--- config.mk ---
export PLATFORM = sky130hd
export DESIGN_NAME = motif_record_merge_top
export DESIGN_NICKNAME = d
export VERILOG_FILES = /design/src/sv/mrm_pkg.sv /design/src/sv/mrm_count_lane.sv /design/src/sv/mrm_divider.sv /design/src/sv/motif_record_merge_top.sv
export SDC_FILE = /design/constraint.sdc
export NUM_CORES = 2
export LEC_CHECK = 0
export BUFFER_PORTS_ARGS = -buffer_cell sky130_fd_sc_hd__buf_2
export CORE_ASPECT_RATIO = 1.5
export CORE_MARGIN = 4
export CORE_UTILIZATION = 25
export DETAILED_ROUTE_END_ITERATION = 7
export PLACE_DENSITY = 0.41
export SYNTH_ARGS = -nofsm -noshare
export SYNTH_HDL_FRONTEND = slang
export SYNTH_SLANG_ARGS = --single-unit
export TNS_END_PERCENT = 100
--- constraint.sdc ---
create_clock -name i_clk -period 9.3 [get_ports i_clk]
set_input_delay 0.465 -clock i_clk [delete_from_list [all_inputs] [get_ports i_clk]]
set_output_delay 0.465 -clock i_clk [all_outputs]
set_load 0.03 [all_outputs]
--- src/sv/mrm_pkg.sv ---
// Shared widths, grow-mode codes and the offset helper for the motif record merge block.
package mrm_pkg;

    // Field widths fixed by the record format
    localparam int FREQ_W      = 16;
    localparam int SCORE_W     = 24;
    localparam int BASE_CNT_W  = 60;
    localparam int MATCH_CNT_W = 40;
    localparam int MODE_W      = 2;

    // Element counts of the packed count vectors
    localparam int BASE_ELEMS  = 6;
    localparam int MATCH_ELEMS = 4;
    localparam int MATCH_IDX_W = $clog2(MATCH_ELEMS);
    localparam int OFF_W       = 2;

    // Score arithmetic: products, numerator, total frequency
    localparam int PROD_W = FREQ_W + SCORE_W;
    localparam int NUM_W  = PROD_W + 1;
    localparam int TOT_W  = FREQ_W + 1;
    localparam int QUOT_W = SCORE_W;

    // Parameter defaults
    localparam int MOTIF_LEN_DEF  = 4;
    localparam int COUNT_BITS_DEF = 10;

    // Grow mode codes
    localparam logic [MODE_W-1:0] GROW_CENTRE = 2'd0;
    localparam logic [MODE_W-1:0] GROW_LEFT   = 2'd1;
    localparam logic [MODE_W-1:0] GROW_RIGHT  = 2'd2;

    // Placement offsets of the match counts
    localparam logic [OFF_W-1:0] OFF_LEFT   = 2'd0;
    localparam logic [OFF_W-1:0] OFF_CENTRE = 2'd1;
    localparam logic [OFF_W-1:0] OFF_RIGHT  = 2'd2;

    // Map a grow mode to its placement offset; the unused code acts as centre
    function automatic logic [OFF_W-1:0] offset_of(input logic [MODE_W-1:0] mode);
        logic [OFF_W-1:0] off;
        case (mode)
            GROW_LEFT:  off = OFF_LEFT;
            GROW_RIGHT: off = OFF_RIGHT;
            default:    off = OFF_CENTRE;
        endcase
        return off;
    endfunction

endpackage

--- src/sv/mrm_count_lane.sv ---
// One count lane: holds one running position count and folds in its match element.
module mrm_count_lane #(
    parameter int LANE       = 0,
    parameter int MOTIF_LEN  = 4,
    parameter int COUNT_BITS = 10
) (
    input  logic                                i_clk,
    input  logic                                i_rst_n,
    input  logic                                i_load,
    input  logic                                i_first,
    input  logic [COUNT_BITS-1:0]               i_base_cnt,
    input  logic [mrm_pkg::MATCH_CNT_W-1:0]     i_match_counts,
    input  logic [mrm_pkg::OFF_W-1:0]           i_offset,
    output logic [COUNT_BITS-1:0]               o_cnt,
    output logic                                o_clip
);
    import mrm_pkg::*;

    localparam logic [3:0] LANE_POS = 4'(LANE);
    localparam logic [3:0] LEN_LIM  = 4'(MOTIF_LEN);

    logic [COUNT_BITS-1:0]  r_cnt;
    logic [COUNT_BITS-1:0]  n_cnt;
    logic [COUNT_BITS-1:0]  w_eff;
    logic [COUNT_BITS-1:0]  w_elem;
    logic [COUNT_BITS:0]    w_sum;
    logic [3:0]             w_diff;
    logic [MATCH_IDX_W-1:0] w_idx;
    logic                   w_hit;

    // Pick the match element that lands on this lane, if any
    always_comb begin
        w_diff = LANE_POS - {2'b00, i_offset};
        w_hit  = (LANE_POS >= {2'b00, i_offset}) && (w_diff < LEN_LIM);
        w_idx  = w_diff[MATCH_IDX_W-1:0];
        w_elem = i_match_counts[w_idx*COUNT_BITS +: COUNT_BITS];
    end

    // Add with saturation on the base or the running count
    always_comb begin
        w_eff  = i_first ? i_base_cnt : r_cnt;
        w_sum  = {1'b0, w_eff} + {1'b0, w_elem};
        o_clip = w_hit && w_sum[COUNT_BITS];
        if (!w_hit) begin
            n_cnt = w_eff;
        end else if (w_sum[COUNT_BITS]) begin
            n_cnt = '1;
        end else begin
            n_cnt = w_sum[COUNT_BITS-1:0];
        end
    end

    always_ff @(posedge i_clk) begin
        if (!i_rst_n) begin
            r_cnt <= '0;
        end else if (i_load) begin
            r_cnt <= n_cnt;
        end
    end

    assign o_cnt = r_cnt;

endmodule

--- src/sv/mrm_divider.sv ---
// Radix-2 restoring divider for the weighted mean score, one quotient bit per cycle.
module mrm_divider (
    input  logic                         i_clk,
    input  logic                         i_rst_n,
    input  logic                         i_start,
    input  logic [mrm_pkg::NUM_W-1:0]    i_num,
    input  logic [mrm_pkg::TOT_W-1:0]    i_den,
    output logic                         o_busy,
    output logic                         o_done,
    output logic [mrm_pkg::QUOT_W-1:0]   o_quot
);
    import mrm_pkg::*;

    localparam int CNT_W = $clog2(QUOT_W + 1);

    logic [TOT_W-1:0]  r_rem;
    logic [TOT_W-1:0]  r_den;
    logic [QUOT_W-1:0] r_lo;
    logic [QUOT_W-1:0] r_quot;
    logic [CNT_W-1:0]  r_cnt;
    logic              r_busy;
    logic              r_done;
    logic [TOT_W:0]    w_trial;
    logic [TOT_W:0]    w_diff;
    logic              w_qbit;

    // Shift in the next dividend bit and try the subtract
    always_comb begin
        w_trial = {r_rem, r_lo[QUOT_W-1]};
        w_diff  = w_trial - {1'b0, r_den};
        w_qbit  = (w_trial >= {1'b0, r_den});
    end

    // Control: count quotient bits, flag the last one
    always_ff @(posedge i_clk) begin
        if (!i_rst_n) begin
            r_busy <= 1'b0;
            r_done <= 1'b0;
            r_cnt  <= '0;
        end else if (i_start) begin
            r_busy <= 1'b1;
            r_done <= 1'b0;
            r_cnt  <= CNT_W'(QUOT_W);
        end else if (r_busy) begin
            r_cnt  <= r_cnt - 1'b1;
            r_done <= (r_cnt == CNT_W'(1));
            r_busy <= (r_cnt != CNT_W'(1));
        end else begin
            r_done <= 1'b0;
        end
    end

    // Datapath: the upper dividend bits start below the divisor, so the quotient fits
    always_ff @(posedge i_clk) begin
        if (i_start) begin
            r_rem  <= i_num[NUM_W-1:QUOT_W];
            r_lo   <= i_num[QUOT_W-1:0];
            r_den  <= i_den;
            r_quot <= '0;
        end else if (r_busy) begin
            r_rem  <= w_qbit ? w_diff[TOT_W-1:0] : w_trial[TOT_W-1:0];
            r_lo   <= {r_lo[QUOT_W-2:0], 1'b0};
            r_quot <= {r_quot[QUOT_W-2:0], w_qbit};
        end
    end

    assign o_busy = r_busy;
    assign o_done = r_done;
    assign o_quot = r_quot;

endmodule

--- src/sv/motif_record_merge_top.sv ---
// Top level of the motif record merge block: count lanes, score divider, merge and output.
//
//  channel  | direction | handshake                  | payload
//  ---------+-----------+----------------------------+--------------------------------------
//  input    | in        | i_valid / o_stall          | i_first, i_last, i_base_*, i_match_*
//  result   | out       | o_valid / i_stall          | o_merged_*, o_saturated
//  config   | in        | i_cfg_valid / o_cfg_ready  | i_cfg_grow_mode
//
// Each item passes in order through the accept, the multiply, the divider load, the quotient
// bits, the divider done and the merge; o_stall holds off the next item until the block is idle.
// A zero total skips the divider; lanes finish on accept.
// Reset is synchronous and active low and clears the running record and the mode.
// A result waiting on i_stall holds in the output register while the next item is
// accepted and worked on; it only blocks when a second result is ready to load.
module motif_record_merge_top #(
    parameter int MOTIF_LEN  = mrm_pkg::MOTIF_LEN_DEF,
    parameter int COUNT_BITS = mrm_pkg::COUNT_BITS_DEF
) (
    input  logic                             i_clk,
    input  logic                             i_rst_n,
    // input channel
    input  logic                             i_valid,
    output logic                             o_stall,
    input  logic                             i_first,
    input  logic                             i_last,
    input  logic [mrm_pkg::FREQ_W-1:0]       i_base_freq,
    input  logic [mrm_pkg::SCORE_W-1:0]      i_base_score,
    input  logic [mrm_pkg::BASE_CNT_W-1:0]   i_base_counts,
    input  logic [mrm_pkg::FREQ_W-1:0]       i_match_freq,
    input  logic [mrm_pkg::SCORE_W-1:0]      i_match_score,
    input  logic [mrm_pkg::MATCH_CNT_W-1:0]  i_match_counts,
    // result channel
    output logic                             o_valid,
    input  logic                             i_stall,
    output logic [mrm_pkg::FREQ_W-1:0]       o_merged_freq,
    output logic [mrm_pkg::SCORE_W-1:0]      o_merged_score,
    output logic [mrm_pkg::BASE_CNT_W-1:0]   o_merged_counts,
    output logic                             o_saturated,
    // configuration channel
    input  logic                             i_cfg_valid,
    output logic                             o_cfg_ready,
    input  logic [mrm_pkg::MODE_W-1:0]       i_cfg_grow_mode
);
    import mrm_pkg::*;

    typedef enum logic [4:0] {
        S_IDLE = 5'b00001,
        S_MUL  = 5'b00010,
        S_LOAD = 5'b00100,
        S_DIV  = 5'b01000,
        S_DONE = 5'b10000
    } t_state;

    t_state              r_state;
    t_state              n_state;

    logic [MODE_W-1:0]   r_grow_mode;
    logic [FREQ_W-1:0]   r_run_freq;
    logic [SCORE_W-1:0]  r_run_score;
    logic                r_clip;

    logic [FREQ_W-1:0]   r_op_rf;
    logic [SCORE_W-1:0]  r_op_rs;
    logic [FREQ_W-1:0]   r_op_mf;
    logic [SCORE_W-1:0]  r_op_ms;
    logic [TOT_W-1:0]    r_tot;
    logic                r_last;
    logic [PROD_W-1:0]   r_prod0;
    logic [PROD_W-1:0]   r_prod1;

    logic                r_out_valid;
    logic [FREQ_W-1:0]   r_out_freq;
    logic [SCORE_W-1:0]  r_out_score;
    logic [BASE_CNT_W-1:0] r_out_counts;
    logic                r_out_sat;

    logic                w_in_acc;
    logic                w_out_acc;
    logic                w_out_free;
    logic                w_emit;
    logic [OFF_W-1:0]    w_offset;
    logic [FREQ_W-1:0]   w_eff_rf;
    logic [SCORE_W-1:0]  w_eff_rs;
    logic [TOT_W-1:0]    w_tot;
    logic [FREQ_W-1:0]   w_new_freq;
    logic                w_freq_clip;
    logic                w_lane_clip_any;
    logic [NUM_W-1:0]    w_num;
    logic [SCORE_W-1:0]  w_new_score;
    logic [BASE_CNT_W-1:0] w_counts;
    logic                w_div_start;
    logic                w_div_busy;
    logic                w_div_done;
    logic [QUOT_W-1:0]   w_quot;

    logic [COUNT_BITS-1:0] w_lane_cnt  [BASE_ELEMS];
    logic [BASE_ELEMS-1:0] w_lane_clip;

    // Handshakes
    assign o_stall     = (r_state != S_IDLE);
    assign w_in_acc    = i_valid && !o_stall;
    assign w_out_acc   = r_out_valid && !i_stall;
    assign w_out_free  = !r_out_valid || !i_stall;
    assign o_cfg_ready = 1'b1;
    assign w_offset    = offset_of(r_grow_mode);

    // Grow mode register
    always_ff @(posedge i_clk) begin
        if (!i_rst_n) begin
            r_grow_mode <= GROW_CENTRE;
        end else if (i_cfg_valid && o_cfg_ready) begin
            r_grow_mode <= i_cfg_grow_mode;
        end
    end

    // Count lanes: one per position of the longer record
    for (genvar l = 0; l < BASE_ELEMS; l++) begin : g_lane
        mrm_count_lane #(
            .LANE       (l),
            .MOTIF_LEN  (MOTIF_LEN),
            .COUNT_BITS (COUNT_BITS)
        ) u_lane (
            .i_clk          (i_clk),
            .i_rst_n        (i_rst_n),
            .i_load         (w_in_acc),
            .i_first        (i_first),
            .i_base_cnt     (i_base_counts[l*COUNT_BITS +: COUNT_BITS]),
            .i_match_counts (i_match_counts),
            .i_offset       (w_offset),
            .o_cnt          (w_lane_cnt[l]),
            .o_clip         (w_lane_clip[l])
        );
    end

    // Merge lane counts into the packed vector, unused bits zero
    always_comb begin
        w_counts = '0;
        for (int l = 0; l < BASE_ELEMS; l++) begin
            w_counts[l*COUNT_BITS +: COUNT_BITS] = w_lane_cnt[l];
        end
    end

    assign w_lane_clip_any = |w_lane_clip;

    // Frequency fold with saturation
    always_comb begin
        w_eff_rf    = i_first ? i_base_freq  : r_run_freq;
        w_eff_rs    = i_first ? i_base_score : r_run_score;
        w_tot       = {1'b0, w_eff_rf} + {1'b0, i_match_freq};
        w_freq_clip = w_tot[FREQ_W];
        w_new_freq  = w_freq_clip ? '1 : w_tot[FREQ_W-1:0];
    end

    // Running frequency and clip flag update on accept; latch score operands
    always_ff @(posedge i_clk) begin
        if (!i_rst_n) begin
            r_run_freq <= '0;
            r_clip     <= 1'b0;
        end else if (w_in_acc) begin
            r_run_freq <= w_new_freq;
            r_clip     <= (r_clip && !i_first) || w_lane_clip_any || w_freq_clip;
        end
    end

    always_ff @(posedge i_clk) begin
        if (w_in_acc) begin
            r_op_rf <= w_eff_rf;
            r_op_rs <= w_eff_rs;
            r_op_mf <= i_match_freq;
            r_op_ms <= i_match_score;
            r_tot   <= w_tot;
            r_last  <= i_last;
        end
    end

    // Weighted products, registered before the sum
    always_ff @(posedge i_clk) begin
        if (r_state == S_MUL) begin
            r_prod0 <= r_op_rf * r_op_rs;
            r_prod1 <= r_op_mf * r_op_ms;
        end
    end

    assign w_num       = {1'b0, r_prod0} + {1'b0, r_prod1};
    assign w_div_start = (r_state == S_LOAD) && (r_tot != '0);

    mrm_divider u_div (
        .i_clk   (i_clk),
        .i_rst_n (i_rst_n),
        .i_start (w_div_start),
        .i_num   (w_num),
        .i_den   (r_tot),
        .o_busy  (w_div_busy),
        .o_done  (w_div_done),
        .o_quot  (w_quot)
    );

    // A zero total keeps the score
    assign w_new_score = (r_tot == '0) ? r_op_rs : w_quot;
    assign w_emit      = (r_state == S_DONE) && r_last && w_out_free;

    // Sequencer
    always_comb begin
        n_state = r_state;
        case (r_state)
            S_IDLE: if (w_in_acc) n_state = S_MUL;
            S_MUL:  n_state = S_LOAD;
            S_LOAD: n_state = (r_tot == '0) ? S_DONE : S_DIV;
            S_DIV:  if (w_div_done) n_state = S_DONE;
            S_DONE: if (!r_last || w_out_free) n_state = S_IDLE;
            default: n_state = S_IDLE;
        endcase
    end

    always_ff @(posedge i_clk) begin
        if (!i_rst_n) begin
            r_state     <= S_IDLE;
            r_run_score <= '0;
        end else begin
            r_state <= n_state;
            if ((r_state == S_DONE) && (n_state == S_IDLE)) begin
                r_run_score <= w_new_score;
            end
        end
    end

    // Output register: hold until taken, load on emit
    always_ff @(posedge i_clk) begin
        if (!i_rst_n) begin
            r_out_valid <= 1'b0;
        end else if (w_emit) begin
            r_out_valid <= 1'b1;
        end else if (w_out_acc) begin
            r_out_valid <= 1'b0;
        end
    end

    always_ff @(posedge i_clk) begin
        if (w_emit) begin
            r_out_freq   <= r_run_freq;
            r_out_score  <= w_new_score;
            r_out_counts <= w_counts;
            r_out_sat    <= r_clip;
        end
    end

    assign o_valid         = r_out_valid;
    assign o_merged_freq   = r_out_freq;
    assign o_merged_score  = r_out_score;
    assign o_merged_counts = r_out_counts;
    assign o_saturated     = r_out_sat;

    // Checks
    a_state_onehot : assert property (@(posedge i_clk) disable iff (!i_rst_n)
        $onehot(r_state))
        else $error("sequencer state not one-hot");

    a_done_in_div : assert property (@(posedge i_clk) disable iff (!i_rst_n)
        w_div_done |-> (r_state == S_DIV))
        else $error("divider finished outside the divide phase");

    a_idle_div_quiet : assert property (@(posedge i_clk) disable iff (!i_rst_n)
        (r_state == S_IDLE) |-> !w_div_busy)
        else $error("divider busy while idle");

    a_accept_to_mul : assert property (@(posedge i_clk) disable iff (!i_rst_n)
        w_in_acc |=> (r_state == S_MUL))
        else $error("accepted item did not start the multiply");

    a_score_bound : assert property (@(posedge i_clk) disable iff (!i_rst_n)
        ((r_state == S_DONE) && (r_tot != '0))
            |-> ((w_quot <= r_op_rs) || (w_quot <= r_op_ms)))
        else $error("mean score exceeds both operands");

endmodule
==> results_dict.tcl <==
set metrics [dict create \
    synth_top_area_share_pct 25.24 \
    yosys.cell_count.top_type "inv_1" \
    crit_fanout 24 \
    dpl.hpwl_um 126300 \
    ys.flop_type "edfxtp_1" \
    drtAntennaViolNets 0 \
    gp_congestion 0.8577 \
    io_buffers 291 \
    start_util_pct 25.14 \
    final.fill_count 20840 \
    finalClockSkew_ns 0.05362 \
    clk_pin_slew_ns 0.06 \
    period_share_pct 77.53 \
    via_per_inst 4.542 \
    max_stage_delay_ns 0.80 \
    clockBufferDepth 3 \
    hp-class "input port to register" \
    numCtsBuffers 53 \
    grt.busiest_layer "met2" \
    synthTopCellsByCount "inv_1 (777), nand2_1 (629), fa_1 (621)" \
    routedWlPerCell_um 20.27 \
    max_freq_mhz 138.7 \
    dieArea_um2 204400 \
    antenna_found_initial 52 \
    cap_viol_max_count 0 \
    drive_above_1_share_pct 12.57 \
    boundaryPins 293 \
    status "finished, final reports clean" \
    chipWidth_um 370.4 \
    cp.required_ns 9.73 \
    synthArstFlopShare_pct 0 \
    synth.net_count 6106 \
    setup_viol 0 \
    post_cts_buffers 0 \
    cp.arrival_ns 7.64 \
    hold_buffers 27 \
    end_kind "register" \
    cts-root-buf "clkbuf_16" \
    yosys_warnings 0 \
    via_count 35540 \
    fin_nets 6318 \
    cts_tree "yes" \
    grt_util_met3_pct 3.270 \
    grt_util_met1_pct 15.91 \
    rsz0062_at_grt "false" \
    die_h_um 551.7 \
    synth_edf_count 337 \
    crit_chain "and2_1 > fa_1 > inv_1 > fa_1 > fa_1 > inv_1 > fa_1 > fa_1 > inv_1 > fa_1 > inv_1 > ha_1 > nand4_1 > nor2_1 > nand4_1 > o211ai_1 > a21oi_1 > or2_1 > a311oi_1 > a41oi_1 > xnor2_1" \
    cts_sinks 477 \
    routed_wl_um 158600 \
    synth.largest_area_cell "fa_1" \
    grt_overflow 0 \
    syn_to_final_growth_pct 13.10 \
    first_pass_iters 7 \
    grt_max_degree 92 \
    htree_levels 2 \
    tns_ns 0 \
    core_area_um2 196000 \
    crit_slowest_cell "edfxtp_1" \
    crit_type "register to register" \
    mappedNetlistArea_um2 49260 \
    met2_usage_pct 30.72 \
    ys_types 91 \
    yosysSeqAreaShare_pct 26.23 \
    synth_area_leaders "fa_1 (25%), edfxtp_1 (21%), ha_1 (9.2%)" \
    min_period_ns 7.210 \
    crit_top_cell "fa_1" \
    start_kind "register" \
    ys_seq_elements 477 \
    rows 199 \
    relSlewSlack_pct 27.94 \
    hold_viol 0 \
    grt_pass1_vias 38810 \
    drc 0 \
    tightestPinTransition_ns 1.081 \
    grt_pass1_wl_um 240800 \
    grt_use_total_pct 15.54 \
    maxSlewViolCount 0 \
    syn_area_per_cell_um2 9.984 \
    worstSkewPairLatency_ns 0.68 \
    ctsResizeCount 0 \
    drt_iter0_markers 1474 \
    synth_cells 4934 \
]
path summary, 6_finish.rpt:
path | cells past startpoint | startpoint | to | slack [ns]
setup / recovery | 21 | r_op_mf[4]$_DFFE_PP_ | r_prod1[33]$_DFFE_PN_ | 2.09
hold reg to reg | 0 | r_run_freq[13]$_SDFFE_PN0P_ | o_merged_freq[13]$_DFFE_PP_ | 0.44
setup reg to reg | 21 | r_op_mf[4]$_DFFE_PP_ | r_prod1[33]$_DFFE_PN_ | 2.09
hold / removal | 3 | i_cfg_grow_mode[1] | r_grow_mode[1]$_SDFFE_PN0P_ | 0.06
layout by cell type, fill, tap and decap left out, types with 139 or more instances in the layout:
cell / n
buf_2: 289
dfxtp_1: 139
a21oi_1: 197
nand2_1: 628
edfxtp_1: 337
nor2_1: 158
and2_1: 333
fa_1: 621
ha_1: 361
inv_1: 777
metrics by stage:
step	std cells	hold slack [ns]	util, %	worst slack (ns)	area, um^2
2_1_floorplan	4934	0.4210	-	2.885	49260
3_3_place_gp	7677	0.4316	27.37	2.189	53630
3_5_place_dp	7677	0.4333	27.37	2.183	53630
4_1_cts	7802	0.003074	28.40	2.134	55660
5_1_grt	7806	0.04883	28.41	1.813	55670
6_report	7824	0.05982	28.43	2.090	55710
routing by layer:
metal  vias up  share of wire (%)
met5         -               0.19
met4        50                3.9
met3       233                5.0
met2       656                 55
met1     18000                 35
li1      16600                  -
registers in the layout (all words and copies together), names as in the netlist, 17 cells and up:
signal               cells
o_merged_score          24
u_div.o_quot            24
g_lane.u_lane.o_cnt     60
u_div.r_lo              24
r_run_score             24
r_tot                   17
r_op_rs                 24
u_div.r_den             17
r_prod1                 40
r_op_ms                 24
o_merged_counts         60
u_div.r_rem             17
r_prod0                 40
kinds of logic after synthesis:
kind of cell / count (synthesis) / synth area share (%)
and+or+nand+nor: 1367 / 13.34
adders and majority gates: 983 / 34.43
other: 1 / 0.007612
buffers and inverters: 1001 / 7.709
muxes: 225 / 5.857
DFF: 477 / 26.23
AOI/OAI and AO/OA: 708 / 9.367
xor gates and xnor gates: 172 / 3.058
critical path, delay by kind of cell, from the launching register on:
| kind | cells | cell delay (ns) |
|---|---|---|
| AO/OA/AOI/OAI | 4 | 1.17 |
| XOR/XNOR | 1 | 0.17 |
| adder cells (fa/ha/maj) | 7 | 3.48 |
| buffers and inverters | 4 | 0.22 |
| flip-flops | 1 | 0.80 |
| AND/OR/NAND/NOR | 5 | 1.11 |
layout make-up:
cell class	instances	area (um^2)	area share [%]
Timing Repair Buffer	378	2182	3.917
Clock inverter	26	292.8	0.5255
Antenna cell	22	55.05	0.09881
Sequential cell	477	12920	23.20
Inverter	780	2933	5.264
Clock buffer	72	1468	2.634
Tap cell	2613	3269	5.868
Multi-Input combinational cell	3456	32590	58.50
Power is not shown: default switching activity piles up to over one toggle a cycle in this logic, so the estimate is an artifact.
